$ cat src/rtl/bltd_pkg.sv
package bltd_pkg;

  localparam int NUM_BUTTONS_DEF = 6;
  localparam int PIN_BITS        = 6;
  localparam int BTN_IDX_W       = 3;
  localparam int TICK_W          = 32;
  localparam int BACKOFF_W       = 16;
  localparam int RATE_W          = 20;
  localparam int THR_W           = BACKOFF_W + RATE_W;
  localparam int MS_PER_SEC      = 1000;
  localparam int LHS_W           = TICK_W + 10;

  localparam int CFG_IDX_W  = 4;
  localparam int CFG_DATA_W = RATE_W;

  localparam int IN_TDATA_W  = 16;
  localparam int IN_TUSER_W  = 2;
  localparam int OUT_TDATA_W = 40;

  localparam logic [BACKOFF_W-1:0] BACKOFF_RST = BACKOFF_W'(50);
  localparam logic [RATE_W-1:0]    RATE_RST    = RATE_W'(1000);

  typedef enum logic [1:0] {
    OP_PIN  = 2'd0,
    OP_TICK = 2'd1,
    OP_READ = 2'd2,
    OP_NOP  = 2'd3
  } op_t;

  typedef enum logic [CFG_IDX_W-1:0] {
    CFG_BACKOFF_MS   = 4'd0,
    CFG_TICK_RATE_HZ = 4'd1
  } cfg_reg_t;

  typedef struct packed {
    op_t                  op;
    logic [PIN_BITS-1:0]  pin_levels;
    logic [BTN_IDX_W-1:0] button_sel;
  } item_t;

  typedef struct packed {
    logic [TICK_W-1:0]    event_count;
    logic [BTN_IDX_W-1:0] found_button;
    logic                 accepted;
    logic                 pin_found;
    logic                 read_pressed;
  } result_t;

endpackage

$ cat src/rtl/bltd_cfg.sv
module bltd_cfg (
  input  logic                            clk,
  input  logic                            rst_n,
  input  logic                            wr_en,
  input  logic [bltd_pkg::CFG_IDX_W-1:0]  wr_index,
  input  logic [bltd_pkg::CFG_DATA_W-1:0] wr_data,
  output logic [bltd_pkg::THR_W-1:0]      thresh
);
  import bltd_pkg::*;

  logic [BACKOFF_W-1:0] backoff_r;
  logic [BACKOFF_W-1:0] backoff_nxt;
  logic [RATE_W-1:0]    rate_r;
  logic [RATE_W-1:0]    rate_nxt;
  logic [THR_W-1:0]     thresh_r;

  always_comb begin
    backoff_nxt = backoff_r;
    rate_nxt    = rate_r;
    if (wr_en && wr_index == CFG_BACKOFF_MS) begin
      backoff_nxt = wr_data[BACKOFF_W-1:0];
    end
    if (wr_en && wr_index == CFG_TICK_RATE_HZ) begin
      rate_nxt = wr_data[RATE_W-1:0];
    end
  end

  always_ff @(posedge clk) begin
    if (!rst_n) begin
      backoff_r <= BACKOFF_RST;
      rate_r    <= RATE_RST;
      thresh_r  <= THR_W'(BACKOFF_RST) * THR_W'(RATE_RST);
    end else begin
      backoff_r <= backoff_nxt;
      rate_r    <= rate_nxt;
      // update the lockout threshold at the same edge as the registers
      thresh_r  <= THR_W'(backoff_nxt) * THR_W'(rate_nxt);
    end
  end

  assign thresh = thresh_r;

endmodule

$ cat src/rtl/bltd_core.sv
module bltd_core #(
  parameter int NUM_BUTTONS = bltd_pkg::NUM_BUTTONS_DEF
) (
  input  logic                       clk,
  input  logic                       rst_n,
  input  logic                       fire,
  input  bltd_pkg::item_t            item,
  input  logic [bltd_pkg::THR_W-1:0] thresh,
  output bltd_pkg::result_t          res
);
  import bltd_pkg::*;

  localparam int ScanN = (NUM_BUTTONS < PIN_BITS) ? NUM_BUTTONS : PIN_BITS;

  logic [NUM_BUTTONS-1:0] locked_r;
  logic [NUM_BUTTONS-1:0] latched_r;
  logic [TICK_W-1:0]      start_r [NUM_BUTTONS];
  logic [TICK_W-1:0]      tick_r;
  logic [TICK_W-1:0]      evcnt_r;
  logic [TICK_W-1:0]      evcnt_nxt;

  logic                   found;
  logic [BTN_IDX_W-1:0]   idx;
  logic [NUM_BUTTONS-1:0] hit_oh;
  logic [NUM_BUTTONS-1:0] rd_oh;
  logic [TICK_W-1:0]      sel_start;
  logic                   sel_locked;
  logic [TICK_W-1:0]      elapsed;
  logic [LHS_W-1:0]       lhs;
  logic                   expired;
  logic                   is_pin;
  logic                   acc;
  logic                   rd;

  // lowest-index low pin, then pick that button's lockout state
  always_comb begin
    found      = 1'b0;
    idx        = '0;
    hit_oh     = '0;
    rd_oh      = '0;
    sel_start  = '0;
    sel_locked = 1'b0;
    for (int i = ScanN - 1; i >= 0; i--) begin
      if (!item.pin_levels[i]) begin
        found = 1'b1;
        idx   = BTN_IDX_W'(i);
      end
    end
    for (int i = 0; i < ScanN; i++) begin
      hit_oh[i] = found && (idx == BTN_IDX_W'(i));
    end
    for (int i = 0; i < NUM_BUTTONS; i++) begin
      rd_oh[i] = (item.op == OP_READ) && (int'(item.button_sel) == i);
      if (hit_oh[i]) begin
        sel_start  = sel_start | start_r[i];
        sel_locked = sel_locked | locked_r[i];
      end
    end
  end

  assign is_pin    = (item.op == OP_PIN);
  assign elapsed   = tick_r - sel_start;
  assign lhs       = LHS_W'(elapsed) * LHS_W'(MS_PER_SEC);
  assign expired   = lhs >= LHS_W'(thresh);
  assign acc       = is_pin && found && (!sel_locked || expired);
  assign rd        = |(latched_r & rd_oh);
  assign evcnt_nxt = evcnt_r + TICK_W'(is_pin);

  always_comb begin
    res.read_pressed = rd;
    res.pin_found    = is_pin && found;
    res.accepted     = acc;
    res.found_button = (is_pin && found) ? idx : '0;
    res.event_count  = evcnt_nxt;
  end

  always_ff @(posedge clk) begin
    if (!rst_n) begin
      locked_r  <= '0;
      latched_r <= '0;
      tick_r    <= '0;
      evcnt_r   <= '0;
    end else if (fire) begin
      evcnt_r <= evcnt_nxt;
      if (item.op == OP_TICK) begin
        tick_r <= tick_r + TICK_W'(1);
      end
      for (int i = 0; i < NUM_BUTTONS; i++) begin
        if (acc && hit_oh[i]) begin
          locked_r[i]  <= 1'b1;
          latched_r[i] <= 1'b1;
        end
        if (rd_oh[i]) begin
          latched_r[i] <= 1'b0;
        end
      end
    end
  end

  // start time is only read while the button is locked out
  always_ff @(posedge clk) begin
    if (fire) begin
      for (int i = 0; i < NUM_BUTTONS; i++) begin
        if (acc && hit_oh[i]) begin
          start_r[i] <= tick_r;
        end
      end
    end
  end

endmodule

$ cat src/rtl/button_lockout_debouncer_top.sv
// Button lockout debouncer. Each request on the in_ stream is one of: a pin
// change (op 0) carrying the six active-low button levels, a timer tick (op 1)
// that advances a free-running 32-bit tick count, a read (op 2) that returns
// and clears one button's pressed flag, or a no-op (op 3). A pin change counts
// itself and takes the lowest-index low button; its press is latched only if
// the button is not locked out or its lockout has run out, that is when
// (ticks since last accepted press) * 1000 >= backoff_ms * tick_rate_hz, with
// both products exact. Every request yields exactly one result on out_.
// Throughput is one request per clock while out_tready is high. A request
// taken on in_ is held in the input register, and its result is loaded into
// the result register and offered on out_; the single pass of priority scan,
// elapsed-time subtract, constant multiply and compare lies between those
// two registers. While out_tready is low the block holds two
// requests before in_tready drops. Configuration writes are always taken
// (cfg_ready is tied high); issue them only while the block is idle. The
// lockout threshold product is registered at the same edge as the write, so
// the new setting applies to every request processed after it.
module button_lockout_debouncer_top #(
  parameter int NUM_BUTTONS = bltd_pkg::NUM_BUTTONS_DEF
) (
  input  logic                             clk,
  input  logic                             rst_n,
  // request stream
  input  logic                             in_tvalid,
  output logic                             in_tready,
  // [5:0] pin_levels, [8:6] button_sel, [15:9] zero
  input  logic [bltd_pkg::IN_TDATA_W-1:0]  in_tdata,
  // [1:0] op
  input  logic [bltd_pkg::IN_TUSER_W-1:0]  in_tuser,
  // result stream
  output logic                             out_tvalid,
  input  logic                             out_tready,
  // [0] read_pressed, [1] pin_found, [2] accepted, [5:3] found_button,
  // [37:6] event_count, [39:38] zero
  output logic [bltd_pkg::OUT_TDATA_W-1:0] out_tdata,
  // configuration writes: index 0 backoff_ms, 1 tick_rate_hz
  input  logic                             cfg_valid,
  output logic                             cfg_ready,
  input  logic [bltd_pkg::CFG_IDX_W-1:0]   cfg_index,
  input  logic [bltd_pkg::CFG_DATA_W-1:0]  cfg_data
);
  import bltd_pkg::*;

  logic              s1_valid_r;
  item_t             s1_item_r;
  logic              out_valid_r;
  result_t           out_res_r;
  result_t           core_res;
  logic              out_load;
  logic [THR_W-1:0]  thresh;
  item_t             in_item;

  assign in_item.op         = op_t'(in_tuser[1:0]);
  assign in_item.pin_levels = in_tdata[PIN_BITS-1:0];
  assign in_item.button_sel = in_tdata[PIN_BITS +: BTN_IDX_W];

  // advance the held request into the result register when it is free
  assign out_load  = s1_valid_r && (!out_valid_r || out_tready);
  assign in_tready = !s1_valid_r || out_load;
  assign cfg_ready = 1'b1;

  bltd_cfg u_cfg (
    .clk      (clk),
    .rst_n    (rst_n),
    .wr_en    (cfg_valid && cfg_ready),
    .wr_index (cfg_index),
    .wr_data  (cfg_data),
    .thresh   (thresh)
  );

  // state updates land exactly when the result is loaded, so order holds
  bltd_core #(
    .NUM_BUTTONS (NUM_BUTTONS)
  ) u_core (
    .clk    (clk),
    .rst_n  (rst_n),
    .fire   (out_load),
    .item   (s1_item_r),
    .thresh (thresh),
    .res    (core_res)
  );

  always_ff @(posedge clk) begin
    if (!rst_n) begin
      s1_valid_r  <= 1'b0;
      out_valid_r <= 1'b0;
    end else begin
      if (in_tready) begin
        s1_valid_r <= in_tvalid;
      end
      if (out_load) begin
        out_valid_r <= 1'b1;
      end else if (out_tready) begin
        out_valid_r <= 1'b0;
      end
    end
  end

  // payload registers: hold while stalled
  always_ff @(posedge clk) begin
    if (in_tready && in_tvalid) begin
      s1_item_r <= in_item;
    end
    if (out_load) begin
      out_res_r <= core_res;
    end
  end

  assign out_tvalid = out_valid_r;
  assign out_tdata  = OUT_TDATA_W'(out_res_r);

endmodule
$ cat config.mk
export PLATFORM = sky130hd
export DESIGN_NAME = button_lockout_debouncer_top
export DESIGN_NICKNAME = d
export VERILOG_FILES = /design/src/rtl/bltd_pkg.sv /design/src/rtl/bltd_cfg.sv /design/src/rtl/bltd_core.sv /design/src/rtl/button_lockout_debouncer_top.sv
export SDC_FILE = /design/constraint.sdc
export NUM_CORES = 2
export LEC_CHECK = 0
export BUFFER_PORTS_ARGS = -buffer_cell sky130_fd_sc_hd__buf_2
export CAP_MARGIN = 10
export CORE_UTILIZATION = 55
export CTS_BUF_LIST = sky130_fd_sc_hd__clkbuf_16
export DETAILED_ROUTE_END_ITERATION = 6
export PLACE_DENSITY = 0.75
export SETUP_SLACK_MARGIN = 0.1
export SLEW_MARGIN = 0
export SYNTH_ARGS = -nofsm -noshare
export SYNTH_HDL_FRONTEND = slang
export SYNTH_SLANG_ARGS = --single-unit
$ cat constraint.sdc
create_clock -name clk -period 19.4 [get_ports clk]
set_input_delay 1.94 -clock clk [delete_from_list [all_inputs] [get_ports clk]]
set_output_delay 1.94 -clock clk [all_outputs]
set_load 0.02 [all_outputs]
==> results.ini <==
[status]
run_status=complete, no violations

[sta]
maximum_clock_frequency_mhz=80.29
finalMaxSlewViolations=0
worst_clock_skew_ps=24.96
hold_slack_ps=461.9
post-route-period-util_pct=64.20
finalCriticalPeriod_ps=12460
finalSetupViolations=0
finalSetupTns_ps=0
timing_hold_violations_final=0
grt_setup_unrepaired=no
tightestPinTransition_ps=1185
timing.slew.headroom_pct=18.75
worst_slack_ps=6945

[drt]
drc=0
routed_wire_length_per_instance_um=18.99
detailedRoute.firstIterationViolations=1707
postRouteAntennaNets=0
drtPass1Iterations=7
num_vias=22988
postRouteWirelength_mm=76.08
avgViaCountPerCell=5.737

[logic_synthesis]
synth-xor-area-share_pct=4.711
synth_simple_gate_area_share_pct=12.41
synth_top_flop_cell=sky130_fd_sc_hd__edfxtp_1
yosysSeqAreaShare_pct=31.47
synthesis.area_per_instance_um2=10.27
ys_seq_elements=391
synth_most_common_cell=sky130_fd_sc_hd__inv_1
postSynth.asyncResetShare_pct=0
synth_top_area_share_pct=22.64
post_synth_inst_count=3167
count_of_flip_flops_with_a_built_in_enable_after_synthesis=241
dominant_combinational_cell_family_by_area_after_synthesis=adder cells
syn_area_um2=32540
synthTopCellsByArea=sky130_fd_sc_hd__fa_1 23%, sky130_fd_sc_hd__edfxtp_1 22%, sky130_fd_sc_hd__ha_1 10%, sky130_fd_sc_hd__dfxtp_1 9.2%, sky130_fd_sc_hd__inv_1 5.7%
synth_compound_area_share_pct=9.518
cell_taking_the_most_area_after_synthesis=sky130_fd_sc_hd__fa_1
ys.warnings.count=0
synthDistinctLibCells=98
synth.area.mux_share_pct=2.196
synth.cells.most_frequent=490 x sky130_fd_sc_hd__inv_1, 368 x sky130_fd_sc_hd__fa_1, 358 x sky130_fd_sc_hd__nand2_1, 260 x sky130_fd_sc_hd__ha_1
yosys.area_share.adder_pct=32.64

[setup_path]
critical_path_arrival_ps=12700
worstSetupEndpointType=register
path_max_fanout=39
crit_path_start_kind=register
worst_path_max_delay_cell=sky130_fd_sc_hd__nor3_4
most_frequent_cell_on_the_critical_path=sky130_fd_sc_hd__fa_1
critical_path_class=register to register
crit_buf_inv=7
cp_data_required_time_ps=19650
critical_path.top_delay_family=simple AND/OR/NAND/NOR gates
critical_path.max_stage_delay_ps=820

[floorplanning]
row_count=88
design.portCount=90
die_outline_height_um=245.2
floorplan.initialDensity_pct=56.07
floorplan.core_area_um2=58030
design.die.area_um2=60130
die_x_um=245.2

[global_routing]
antenna_found_initial=2
first_pass_grt_wire_length_mm=125.5
via_count_of_the_first_global_routing_pass=24648
grt_max_degree=82
overall_fraction_of_global_route_tracks_in_use_pct=26.22
grt_remaining_overflow=0

[clock_tree]
numCtsBuffers=42
h_tree_depth=2
worst_skew_pair.late_latency_ps=590
cts.reportedPaths.clkPinSlew_ps=60
root_buffer=sky130_fd_sc_hd__clkbuf_16
cts_setup_buffers=0
numClockSinks=391
cts-hold-fix-buffers=0
clk_path_buf_depth=3
cts_repair_resize_count=0
cts_tree=built

[final_layout]
layout-drive-gt1-share_pct=8.364
design_area_um2=35130
area_growth_syn_to_layout_pct=7.968
seqCellArea_um2=10240
number_of_nets_at_the_end_of_the_flow=3883
filler_cell_count=4689
multi_input_area_um2=20070
postLayoutCoreUtil_pct=60.54

[placed_design]
portBuffers=79
gp_routability_congestion=0.8856
hpwlAfterDp_mm=55.78
dpl_cell_area_um2=33700
place_ws_ps=6993

[pwr]
leakage_nw=15.65
irDropWorstVdd_mv=0.08335
power_per_cell_area_nw_per_um2=101.5

[hold_path]
hold_path.class=register to register

[job]
drv.max_cap_violation_count=0

[layout make-up]
type	instances	share of cell area [%]
sequential	391	29.15
antenna	2	0.01425
inverter	490	5.239
timing repair buffer	105	1.681
multi-input combinational	2178	57.13
tap	765	2.725
clock buffer	42	2.992
clock inverter	34	1.072
[logic make-up (layout without fill, tap and decap cells)]
kind of cell,Yosys count,in the layout
other cells,2,5
simple gates,877,877
buf+inv,599,671
compound gates,429,429
fa+ha+maj,628,628
mux,66,66
flops,391,391
xor+xnor,175,175
[state kept, by name (all words and copies together), names as in the netlist]
name / count
u_cfg.backoff_r: 16
out_tdata: 38
u_core.latched_r: 6
u_core.tick_r: 32
s1_item_r: 11
out_tvalid: 1
u_core.locked_r: 6
u_core.start_r: 192
s1_valid_r: 1
u_cfg.rate_r: 20
u_cfg.thresh: 36
u_core.evcnt_r: 32
[per-stage QoR]
step	total power (W)	instances
finish	0.003565	4007
detailed placement	0.002734	3929
CTS	0.003580	4005
global route	0.003864	4007
global placement	0.002676	3929
floorplan	0.002331	3168
[routing by layer]
layer  vias up  global-route usage, %  part of all wire (%)
met5         -                      0                     0
met4         0                  8.511                   3.0
met3       188                  3.794                   6.1
met2       787                  46.59                    51
met1     11484                  32.66                    40
li1      10529                      -                     -
[placed cells by master (no fill, tap or decap), types with 17 or more instances in the layout]
cell and count:
sky130_fd_sc_hd__inv_1 492, sky130_fd_sc_hd__fa_1 368, sky130_fd_sc_hd__nand2_1 358, sky130_fd_sc_hd__ha_1 260
sky130_fd_sc_hd__edfxtp_1 241, sky130_fd_sc_hd__nor2_1 239, sky130_fd_sc_hd__dfxtp_1 150, sky130_fd_sc_hd__a21oi_1 128
sky130_fd_sc_hd__xor2_1 98, sky130_fd_sc_hd__buf_2 79, sky130_fd_sc_hd__xnor2_1 77, sky130_fd_sc_hd__o21ai_0 56
sky130_fd_sc_hd__a21o_1 54, sky130_fd_sc_hd__nor2b_1 50, sky130_fd_sc_hd__clkbuf_16 42, sky130_fd_sc_hd__o211a_1 33
sky130_fd_sc_hd__mux2_2 33, sky130_fd_sc_hd__mux2i_1 32, sky130_fd_sc_hd__nand3_1 31, sky130_fd_sc_hd__and2_1 31
sky130_fd_sc_hd__a222oi_1 31, sky130_fd_sc_hd__nand4_1 29, sky130_fd_sc_hd__nand2b_1 27, sky130_fd_sc_hd__buf_4 26
sky130_fd_sc_hd__nor3_1 24, sky130_fd_sc_hd__and3_1 23, sky130_fd_sc_hd__o21a_1 18, sky130_fd_sc_hd__or3_1 17
[final timing paths]
path | startpoint | endpoint | slack, ps | cells after the start
worst min-delay path | u_core.locked_r[2] | u_core.locked_r[2] | 460 | 2
worst min register to register | u_core.locked_r[2] | u_core.locked_r[2] | 460 | 2
worst max-delay path | s1_item_r[4] | u_core.start_r[1][26] | 6940 | 43
worst max register to register | s1_item_r[4] | u_core.start_r[1][26] | 6940 | 43
[where the power goes]
part / internal (W) / leakage, nW / total [W] / switching, W
logic: 0.000775 / 11.1 / 0.00184 / 0.00106
clock network: 0.000481 / 0.709 / 0.000830 / 0.000349
registers: 0.000893 / 3.83 / 0.000899 / 0.00000625
[tightest hold or removal path, cell delays in order, from the launching register on]
cell	delay, ps
sky130_fd_sc_hd__dfxtp_1	330
sky130_fd_sc_hd__nand2_1	50
sky130_fd_sc_hd__o31ai_1	50
No activity file was read; power rests on OpenSTA's default activity.
